File: src/design/sliding_window_flood_lock_macros.svh
// Assertion helpers shared by the flood lock RTL.
// Each macro expects signals named clk and rst in the enclosing module.
`ifndef SLIDING_WINDOW_FLOOD_LOCK_MACROS_SVH
`define SLIDING_WINDOW_FLOOD_LOCK_MACROS_SVH

// The consequent must hold in the same cycle as the antecedent.
`define SWFL_ASSERT_SAME(label, ante, cons, msg) \
  label: assert property (@(posedge clk) disable iff (rst) (ante) |-> (cons)) \
    else $error(msg);

// The consequent must hold in the cycle after the antecedent.
`define SWFL_ASSERT_NEXT(label, ante, cons, msg) \
  label: assert property (@(posedge clk) disable iff (rst) (ante) |=> (cons)) \
    else $error(msg);

`endif

File: src/design/swfl_pkg.sv
`default_nettype none

package swfl_pkg;

  // Fixed field widths.
  localparam int TIME_W    = 32;
  localparam int LIMIT_W   = 7;
  localparam int QUEUED_W  = 7;
  localparam int MODE_W    = 2;
  localparam int CFG_IDX_W = 2;
  localparam int CFG_DAT_W = 32;

  // Defaults and reset values.
  localparam int DEPTH_DEFAULT = 64;
  localparam logic [TIME_W-1:0]  WINDOW_RESET = 32'd1000;
  localparam logic [LIMIT_W-1:0] MAX_RESET    = 7'd64;

  // Item modes.
  typedef enum logic [MODE_W-1:0] {
    MODE_CHECK = 2'd0,
    MODE_LOCK  = 2'd1,
    MODE_CLEAR = 2'd2
  } mode_t;

  // Configuration register indexes.
  typedef enum logic [CFG_IDX_W-1:0] {
    REG_WINDOW = 2'd0,
    REG_MAX    = 2'd1
  } reg_idx_t;

  // Program steps.
  typedef enum logic [1:0] {
    STEP_IDLE   = 2'd0,
    STEP_DISP   = 2'd1,
    STEP_EXPIRE = 2'd2
  } step_t;

  // Datapath operation selected by a control word.
  typedef enum logic [1:0] {
    OP_TAKE     = 2'd0,
    OP_DISPATCH = 2'd1,
    OP_EXPIRE   = 2'd2
  } op_t;

  // Jump conditions.
  typedef enum logic [1:0] {
    COND_NEVER     = 2'd0,
    COND_NOT_TAKEN = 2'd1,
    COND_DONE      = 2'd2,
    COND_POP       = 2'd3
  } cond_t;

  typedef struct packed {
    op_t   op;
    cond_t jmp_cond;
    step_t jmp_target;
    step_t next_step;
  } ctl_word_t;

  // Status flags returned by the datapath to the sequencer.
  typedef struct packed {
    logic taken;
    logic done;
    logic pop;
  } seq_flags_t;

  // Control store.
  function automatic ctl_word_t ucode_rom(input step_t step);
    ctl_word_t w;
    w = '{op: OP_TAKE, jmp_cond: COND_NEVER, jmp_target: STEP_IDLE,
          next_step: STEP_IDLE};
    unique case (step)
      STEP_IDLE:   w = '{op: OP_TAKE, jmp_cond: COND_NOT_TAKEN,
                         jmp_target: STEP_IDLE, next_step: STEP_DISP};
      STEP_DISP:   w = '{op: OP_DISPATCH, jmp_cond: COND_DONE,
                         jmp_target: STEP_IDLE, next_step: STEP_EXPIRE};
      STEP_EXPIRE: w = '{op: OP_EXPIRE, jmp_cond: COND_POP,
                         jmp_target: STEP_EXPIRE, next_step: STEP_IDLE};
      default:     w = '{op: OP_TAKE, jmp_cond: COND_NEVER,
                         jmp_target: STEP_IDLE, next_step: STEP_IDLE};
    endcase
    return w;
  endfunction

endpackage

`default_nettype wire

File: src/design/swfl_ram.sv
`default_nettype none

module swfl_ram #(
  parameter int WIDTH  = 32,
  parameter int DEPTH  = 64,
  parameter int ADDR_W = (DEPTH > 1) ? $clog2(DEPTH) : 1
) (
  input  wire logic              clk,
  input  wire logic              wr_en,
  input  wire logic [ADDR_W-1:0] wr_addr,
  input  wire logic [WIDTH-1:0]  wr_data,
  input  wire logic [ADDR_W-1:0] rd_addr,
  output logic      [WIDTH-1:0]  rd_data
);

  logic [WIDTH-1:0] mem [DEPTH];

  always_ff @(posedge clk) begin
    if (wr_en) begin
      mem[wr_addr] <= wr_data;
    end
    rd_data <= mem[rd_addr];
  end

endmodule

`default_nettype wire

File: src/design/swfl_seq.sv
`default_nettype none

module swfl_seq (
  input  wire logic                 clk,
  input  wire logic                 rst,
  input  wire swfl_pkg::seq_flags_t flags,
  output swfl_pkg::ctl_word_t       ctl,
  output swfl_pkg::step_t           step
);

  import swfl_pkg::*;

  step_t step_next;
  logic  jump;

  assign ctl = ucode_rom(step);

  always_ff @(posedge clk) begin
    if (rst) begin
      step <= STEP_IDLE;
    end else begin
      step <= step_next;
    end
  end

  always_comb begin
    unique case (ctl.jmp_cond)
      COND_NEVER:     jump = 1'b0;
      COND_NOT_TAKEN: jump = !flags.taken;
      COND_DONE:      jump = flags.done;
      COND_POP:       jump = flags.pop;
      default:        jump = 1'b0;
    endcase
    step_next = jump ? ctl.jmp_target : ctl.next_step;
  end

endmodule

`default_nettype wire

File: src/design/sliding_window_flood_lock.sv
// Sliding-window flood lock. Each input transaction carries a mode and the
// current time in milliseconds; each one yields exactly one output
// transaction with accepted, locked, queued and total_accepted.
// Both data channels use valid/stall: a transaction moves on a rising edge
// where valid is high and stall is low. The configuration channel uses
// valid/ready with cfg_index 0 for window_ms and 1 for max_entries; ready is
// always high and writes are expected only while the block is idle.
// A three-step microprogram runs each item: take, dispatch, then expire/push.
// Lock, clear, no-op and checks while locked finish in the dispatch step, so
// their result is registered from that step and the next item is taken
// once the sequencer is back in the take step. An unlocked check then stays
// in the expire step and pops expired stamps from the front of the timestamp
// RAM, one RAM read per cycle, before its result is registered and the next
// item can be taken; each stamp is popped once.
// Reset clears the counters and the lock and restores window_ms to 1000 and
// max_entries to 64; the stamp RAM needs no clearing pass, since only
// written entries are ever read. While the output register holds a result
// that the receiver stalls, no new input transaction is taken.
`default_nettype none

module sliding_window_flood_lock #(
  parameter int DEPTH = swfl_pkg::DEPTH_DEFAULT
) (
  input  wire logic                           clk,
  input  wire logic                           rst,
  input  wire logic                           in_valid,
  output logic                                in_stall,
  input  wire logic [swfl_pkg::MODE_W-1:0]    mode,
  input  wire logic [swfl_pkg::TIME_W-1:0]    now_ms,
  output logic                                out_valid,
  input  wire logic                           out_stall,
  output logic                                accepted,
  output logic                                locked,
  output logic [swfl_pkg::QUEUED_W-1:0]       queued,
  output logic [swfl_pkg::TIME_W-1:0]         total_accepted,
  input  wire logic                           cfg_valid,
  output logic                                cfg_ready,
  input  wire logic [swfl_pkg::CFG_IDX_W-1:0] cfg_index,
  input  wire logic [swfl_pkg::CFG_DAT_W-1:0] cfg_data
);

  import swfl_pkg::*;

  `include "sliding_window_flood_lock_macros.svh"

  localparam int PTR_W = (DEPTH > 1) ? $clog2(DEPTH) : 1;
  localparam int OCC_W = $clog2(DEPTH + 1);
  localparam int CMP_W = OCC_W + LIMIT_W;
  localparam logic [PTR_W-1:0] PTR_LAST = PTR_W'(DEPTH - 1);

  // Configuration registers.
  logic [TIME_W-1:0]  window_ms;
  logic [LIMIT_W-1:0] max_entries;

  // Limiter state.
  logic [PTR_W-1:0]  head, head_next;
  logic [PTR_W-1:0]  tail, tail_next;
  logic [OCC_W-1:0]  occ, occ_next;
  logic              lock, lock_next;
  logic [TIME_W-1:0] last_add, last_add_next;
  logic [TIME_W-1:0] total, total_next;

  // Captured item.
  logic [MODE_W-1:0] mode_q;
  logic [TIME_W-1:0] now_q;

  // Sequencer interface.
  ctl_word_t  ctl;
  step_t      step;
  seq_flags_t flags;

  // Stamp RAM.
  logic              push;
  logic [TIME_W-1:0] rd_stamp;

  logic              out_load;
  logic              acc_next;
  logic [CMP_W-1:0]  occ_c;
  logic [CMP_W-1:0]  occ_next_c;
  logic              room;
  logic              take;

  function automatic logic [PTR_W-1:0] ptr_inc(input logic [PTR_W-1:0] p);
    return (p == PTR_LAST) ? '0 : p + 1'b1;
  endfunction

  swfl_seq u_seq (
    .clk   (clk),
    .rst   (rst),
    .flags (flags),
    .ctl   (ctl),
    .step  (step)
  );

  // The read address follows the next head so that each pop cycle sees the
  // new front stamp in the following cycle.
  swfl_ram #(
    .WIDTH (TIME_W),
    .DEPTH (DEPTH)
  ) u_stamps (
    .clk     (clk),
    .wr_en   (push),
    .wr_addr (tail),
    .wr_data (now_q),
    .rd_addr (head_next),
    .rd_data (rd_stamp)
  );

  assign cfg_ready = 1'b1;
  assign in_stall  = (ctl.op != OP_TAKE) || (out_valid && out_stall);
  assign take      = in_valid && !in_stall;

  // Effective limit is the smaller of max_entries and the RAM depth.
  assign occ_c = CMP_W'(occ);
  assign room  = (occ_c < CMP_W'(max_entries)) && (occ_c < CMP_W'(DEPTH));

  always_comb begin
    head_next     = head;
    tail_next     = tail;
    occ_next      = occ;
    lock_next     = lock;
    last_add_next = last_add;
    total_next    = total;
    acc_next      = 1'b0;
    push          = 1'b0;
    out_load      = 1'b0;
    flags         = '{taken: take, done: 1'b0, pop: 1'b0};

    unique case (ctl.op)
      OP_TAKE: begin
      end
      OP_DISPATCH: begin
        flags.done = 1'b1;
        unique case (mode_q)
          MODE_CHECK: begin
            if (!lock) begin
              flags.done = 1'b0;
              // A stale newest stamp means every stamp has expired.
              if ((now_q - last_add) > window_ms) begin
                head_next = '0;
                tail_next = '0;
                occ_next  = '0;
              end
            end
          end
          MODE_LOCK: begin
            lock_next = 1'b1;
          end
          MODE_CLEAR: begin
            head_next     = '0;
            tail_next     = '0;
            occ_next      = '0;
            lock_next     = 1'b0;
            last_add_next = '0;
            total_next    = '0;
          end
          default: begin
          end
        endcase
        out_load = flags.done;
      end
      OP_EXPIRE: begin
        if ((occ != '0) && ((now_q - rd_stamp) > window_ms)) begin
          flags.pop = 1'b1;
          head_next = ptr_inc(head);
          occ_next  = occ - 1'b1;
        end else begin
          out_load = 1'b1;
          if (room) begin
            push          = 1'b1;
            tail_next     = ptr_inc(tail);
            occ_next      = occ + 1'b1;
            last_add_next = now_q;
            total_next    = total + 1'b1;
            acc_next      = 1'b1;
          end else begin
            lock_next = 1'b1;
          end
        end
      end
      default: begin
      end
    endcase
  end

  assign occ_next_c = CMP_W'(occ_next);

  always_ff @(posedge clk) begin
    if (rst) begin
      window_ms   <= WINDOW_RESET;
      max_entries <= MAX_RESET;
      head        <= '0;
      tail        <= '0;
      occ         <= '0;
      lock        <= 1'b0;
      last_add    <= '0;
      total       <= '0;
      out_valid   <= 1'b0;
    end else begin
      if (cfg_valid && cfg_ready) begin
        unique case (cfg_index)
          REG_WINDOW: window_ms   <= cfg_data;
          REG_MAX:    max_entries <= cfg_data[LIMIT_W-1:0];
          default: begin
          end
        endcase
      end
      head      <= head_next;
      tail      <= tail_next;
      occ       <= occ_next;
      lock      <= lock_next;
      last_add  <= last_add_next;
      total     <= total_next;
      out_valid <= out_load || (out_valid && out_stall);
    end
  end

  // Payload registers.
  always_ff @(posedge clk) begin
    if (take) begin
      mode_q <= mode;
      now_q  <= now_ms;
    end
    if (out_load) begin
      accepted       <= acc_next;
      locked         <= lock_next;
      queued         <= occ_next_c[QUEUED_W-1:0];
      total_accepted <= total_next;
    end
  end

  `SWFL_ASSERT_SAME(a_occ_cap, 1'b1, occ <= OCC_W'(DEPTH),
    "stamp count exceeds RAM depth")
  `SWFL_ASSERT_SAME(a_take_idle, take, step == STEP_IDLE,
    "input transaction taken outside the idle step")
  `SWFL_ASSERT_SAME(a_acc_unlocked, out_valid && accepted, !locked,
    "admitted check reported with the lock set")
  `SWFL_ASSERT_NEXT(a_pop_count, flags.pop, occ == $past(occ) - 1'b1,
    "pop did not lower the stamp count by one")
  `SWFL_ASSERT_NEXT(a_load_empty, out_load, out_valid,
    "finished item did not present a result")

endmodule

`default_nettype wire
File: config.mk
export PLATFORM = sky130hd
export DESIGN_NAME = sliding_window_flood_lock
export DESIGN_NICKNAME = d
export VERILOG_FILES = /design/src/design/swfl_pkg.sv /design/src/design/swfl_ram.sv /design/src/design/swfl_seq.sv /design/src/design/sliding_window_flood_lock.sv
export VERILOG_INCLUDE_DIRS = /design/src /design/src/design
export SDC_FILE = /design/constraint.sdc
export NUM_CORES = 2
export LEC_CHECK = 0
export BUFFER_PORTS_ARGS = -buffer_cell sky130_fd_sc_hd__buf_4
export CORE_MARGIN = 5
export CORE_UTILIZATION = 65
export DETAILED_ROUTE_END_ITERATION = 8
export PLACE_DENSITY_LB_ADDON = 0.05
export SETUP_SLACK_MARGIN = 0.3
export SYNTH_ARGS = -nofsm -noshare
export SYNTH_HDL_FRONTEND = slang
export SYNTH_SLANG_ARGS = --single-unit
File: constraint.sdc
create_clock -name clk -period 19.6 [get_ports clk]
set_input_delay 0.98 -clock clk [delete_from_list [all_inputs] [get_ports clk]]
set_output_delay 0.98 -clock clk [all_outputs]
set_load 0.02 [all_outputs]
==> results.txt <==
- Number of standard cells after synthesis: 5497
- Crit-path most repeated cell: buf_4
- Portion of synthesized cell area occupied by the leading cell type: 69.6%
* Post-Route WL: 258000 um
- Wire length per cell after detailed routing: 33.1 um
- Global routing finished with a remaining overflow of 0.
* Clock latency on the worst-skew pair: 0.86 ns
- Combined global-route utilization of all metal layers: 35.0%
- Max cap viols: 0
- Detailed placement ended at an HPWL of 143000 um.
- Post-cts repair resize count: 0
- Along the worst hold path, the cell count comes to 1.
- Chip Height: 385 um
- Worst hold path class: input pin to flop
- Failing checks: antenna rules
* Worst reg-to-reg setup slack: around 8.3 ns
- Wire length of the first global-routing pass: around 370000 um
* Post-layout instance count excluding filler cells: between 7k and 8k
- The worst-case IR drop observed on VDD is around 0.10 mV.
- Final clock period utilization by the worst path: 57.7%
- The worst setup path is captured at a flop.
- The number of slew-limit violations in the final report was 0.
* Total placed cells including tap cells: around 7.4k
- Overall die area: 149000 um2
- Routability-driven placement finished with a final weighted congestion of 0.893.
- Boundary Pins: 117
- Combinational cells account for 11.5% of the total power.
- In this run the remaining antenna-violating nets after routing total 1.
* Number of hold buffers added after CTS: 0
- Number of vias in the routed layout: 54.4k
- Net switching is roughly 25% of the power.
- Met3 routing resource usage after global routing: 10.7%
- FF-to-FF End: u_stamps.rd_data[14]
- Accumulated negative setup slack: 0 ns
* Startpoint of the worst hold path: now_ms[22]
- Maximum frequency from static timing analysis: between 80 and 90 MHz
- Area of the mapped netlist: around 92000 um2
* Highest fanout seen on the critical path: between 60 and 70
- Number of buffers inserted by port buffering: 115
* Cell types occupying the most area after synthesis: edfxtp_1 70%, mux4_2 8.7%, dfxtp_1 3.5%, nand2_1 2.2%, a22oi_1 2.2%
- Cell Rows: 137
- The core region is between 100000 and 150000 um2.
- End point of the worst hold path: now_q[22]
* Initial Util: 65.6%
- In the global route stage, met2 resource usage came out at 51.4%.
* Die span in x: roughly 390 um
* Share of async-settable or async-resettable flops after synthesis: 0%
- Hold violation count in the final report: 0
- The pre-antenna-repair detailed-routing pass consisted of 8 iterations.
- Proportion of power drawn by the clock network: 38.4%
- Number of buffers added by the clock tree synthesis step: 218
* Status: finished with violations
- For this run, global-route usage on met1 was measured as 51.1%.
- Clock tree synthesis found a total of 2281 sinks.
* Transition time at the pin with the least slew margin: 1.39 ns
- The synthesized netlist contains 81 unique library cells.
* CTS tree: done
- Data required time at the worst endpoint: 20.32 ns
- Power density of the placed cells: 110 nW/um2
- Area Overhead vs Synth: 12.4%
- The H-tree was split into 4 levels.
- Routing layer with the top usage in global route: met2
* #FFs+latches synth: 2281
- CTS root buf: clkbuf_16
* Reg-to-reg startpoint: now_q[8]
- Average vias per placed instance: 6.98
- Critical-path top delay cell: buf_4
- Measured in cells, the most critical reg-to-reg path has a length of 29.
- Final Net Count: slightly below 6k
- Measured against its own limit, the worst slew margin works out to between 7 and 8%.
- Number of DRC markers after the initial detailed-route iteration: approximately 8.7k
- Setup repair after global routing left no endpoint under its margin.
- Initial antenna violation count: 21
- Counting along the longest clock path gives a buffer depth of 3.
- Ys flop type: edfxtp_1
- Largest area contributor in the synthesized netlist: edfxtp_1
- Worst-case clock skew: 0.0506 ns
* Clock transition at path regs: 0.06 ns
* Number of buffers added for setup after CTS: 0
* Pin count of the biggest net entering global routing: 142
- Psw: 2.81 mW
- Crit path largest cell delay: 0.76 ns
- Count of yosys warnings during synthesis: 0
- Share of total power in sequential cells: 50.1%
- In this run, synthesis inferred 2123 flip-flops with an integrated enable.
* Number of setup violations in the final report: 0
- The worst setup path is launched from a flop.
* Number of nets in the synthesized netlist: between 5k and 6k
* Internal power summed over all cells: 8.53 mW
* DRC viols: 0
- Each instance of the synthesized netlist takes up on average 16.7 um2.
- Share of post-route cells with drive strength above 1: 18.2%
* Worst setup path class: flop to flop
- Leak: 33.6 nW
- The number of global-route vias before repair is 52.2k.
* Worst Hold Margin: 0.309 ns
- Arrival time of data at the critical path endpoint: 12.03 ns
- Of the synthesized area, sequential elements account for 73.0%.
* Final Critical Period: around 11 ns
-- layout by cell type (no fill, tap or decap), types with 45 or more instances in the layout --
master,synthesis,final
a21oi_1,342,341
a22oi_1,269,269
buf_4,10,278
clkbuf_16,0,219
clkinv_2,0,47
dfxtp_1,158,158
edfxtp_1,2123,2123
ha_1,146,146
inv_1,137,136
mux2i_1,80,80
mux4_2,354,354
nand2_1,542,541
nand3_1,175,173
nor2_1,206,137
nor2_4,0,68
o21ai_0,99,99
xnor2_1,45,45
-- power by group through the flow --
stage | combinational, mW | sequential [mW] | clock (mW)
after floorplan | 0.636 | 5.92 | 0
after CTS | 1.27 | 5.68 | 4.38
after global routing | 1.41 | 5.68 | 4.60
after global placement | 1.23 | 5.78 | 0
after detailed placement | 1.27 | 5.78 | 0
final | 1.30 | 5.68 | 4.36
-- cell type report --
| class | count | area [um2] |
|---|---|---|
| flip-flops and latches | 2281 | 66900 |
| clock inverters | 140 | 1640 |
| clock buffers | 276 | 5850 |
| well taps | 1876 | 2350 |
| inverters | 138 | 518 |
| fillers | 8310 | 36800 |
| diodes | 10 | 25.0 |
| repair buffers | 283 | 2190 |
| multi-input cells | 2792 | 23500 |
-- Yosys cell counts, drive strengths merged (5+ instances only) --
master and number:
a2111oi 5, a211oi 14, a21o 29, a21oi 342, a221oi 9, a22o 13, a22oi 269, a31oi 32
a32o 6, a32oi 18, and2 28, and3 29, buf 117, clkbuf 169, dfxtp 158, edfxtp 2123
ha 146, inv 137, mux2 8, mux2i 80, mux4 354, nand2 542, nand2b 14, nand3 175
nand3b 7, nand4 41, nor2 207, nor2b 26, nor3 24, nor4 6, o2111ai 9, o211a 9
o211ai 16, o21a 6, o21ai 110, o21bai 12, o22ai 34, o311ai 5, o31a 7, o31ai 11
or3 12, or4 25, xnor2 45, xor2 17
-- registers in the layout, summed over array words and instances, names as in the netlist, 32 cells and up --
name and count:
u_stamps.rd_data 32, total_accepted 32, window_ms 32, total 32, now_q 32, u_stamps.mem 2048, last_add 32
-- metrics by stage --
| stage | power (mW) | instance area [um2] | util, % | worst slack, ns |
|---|---|---|---|---|
| finish | 11.3 | 103000 | 73.7 | 8.29 |
| CTS | 11.3 | 103000 | 73.7 | 8.43 |
| global placement | 7.01 | 95400 | 68.3 | 8.56 |
| global route | 11.7 | 103000 | 73.7 | 7.41 |
| detailed placement | 7.05 | 95400 | 68.3 | 8.48 |
| floorplan | 6.55 | 91600 | - | 11.40 |
-- routing by layer --
| layer | routed length, um | share of wire, % | up-vias |
|---|---|---|---|
| met4 | 9400 | 3.6 | 16 |
| met5 | 112 | 0.043 | - |
| met1 | 95700 | 37 | 27400 |
| met2 | 115000 | 45 | 4114 |
| met3 | 38000 | 15 | 573 |
| li1 | - | - | 22300 |
-- worst max-delay path by stage --
stage / slack, ns / endpoint / start
after floorplan: 11.40 / accepted / now_q[0]
after global placement: 8.56 / u_stamps.rd_data[14] / now_q[10]
after detailed placement: 8.48 / u_stamps.rd_data[14] / now_q[8]
after CTS: 8.43 / u_stamps.rd_data[14] / now_q[10]
after global routing: 7.41 / u_stamps.rd_data[14] / now_q[10]
final: 8.29 / u_stamps.rd_data[14] / now_q[8]
-- critical path, delay by kind of cell (launching register included) --
kind / cells / cell delay (ns)
simple gates: 6 / 1.79
compound gates: 14 / 3.93
buf+inv: 5 / 3.46
mux: 1 / 0.58
xor+xnor: 1 / 0.12
fa+ha+maj: 2 / 0.71
flops: 1 / 0.35
-- cell families (layout without fill, tap and decap cells) --
| kind of cell | after synthesis | count (layout) | synth area share, % |
|---|---|---|---|
| flops | 2281 | 2281 | 73.0 |
| simple gates | 1150 | 1150 | 5.61 |
| compound gates | 989 | 989 | 7.02 |
| mux | 442 | 442 | 9.68 |
| buf+inv | 424 | 837 | 2.01 |
| fa+ha+maj | 148 | 148 | 2.04 |
| xor+xnor | 62 | 62 | 0.593 |
| other cells | 1 | 11 | 0.00409 |
No activity file was read; power rests on OpenSTA's default activity.
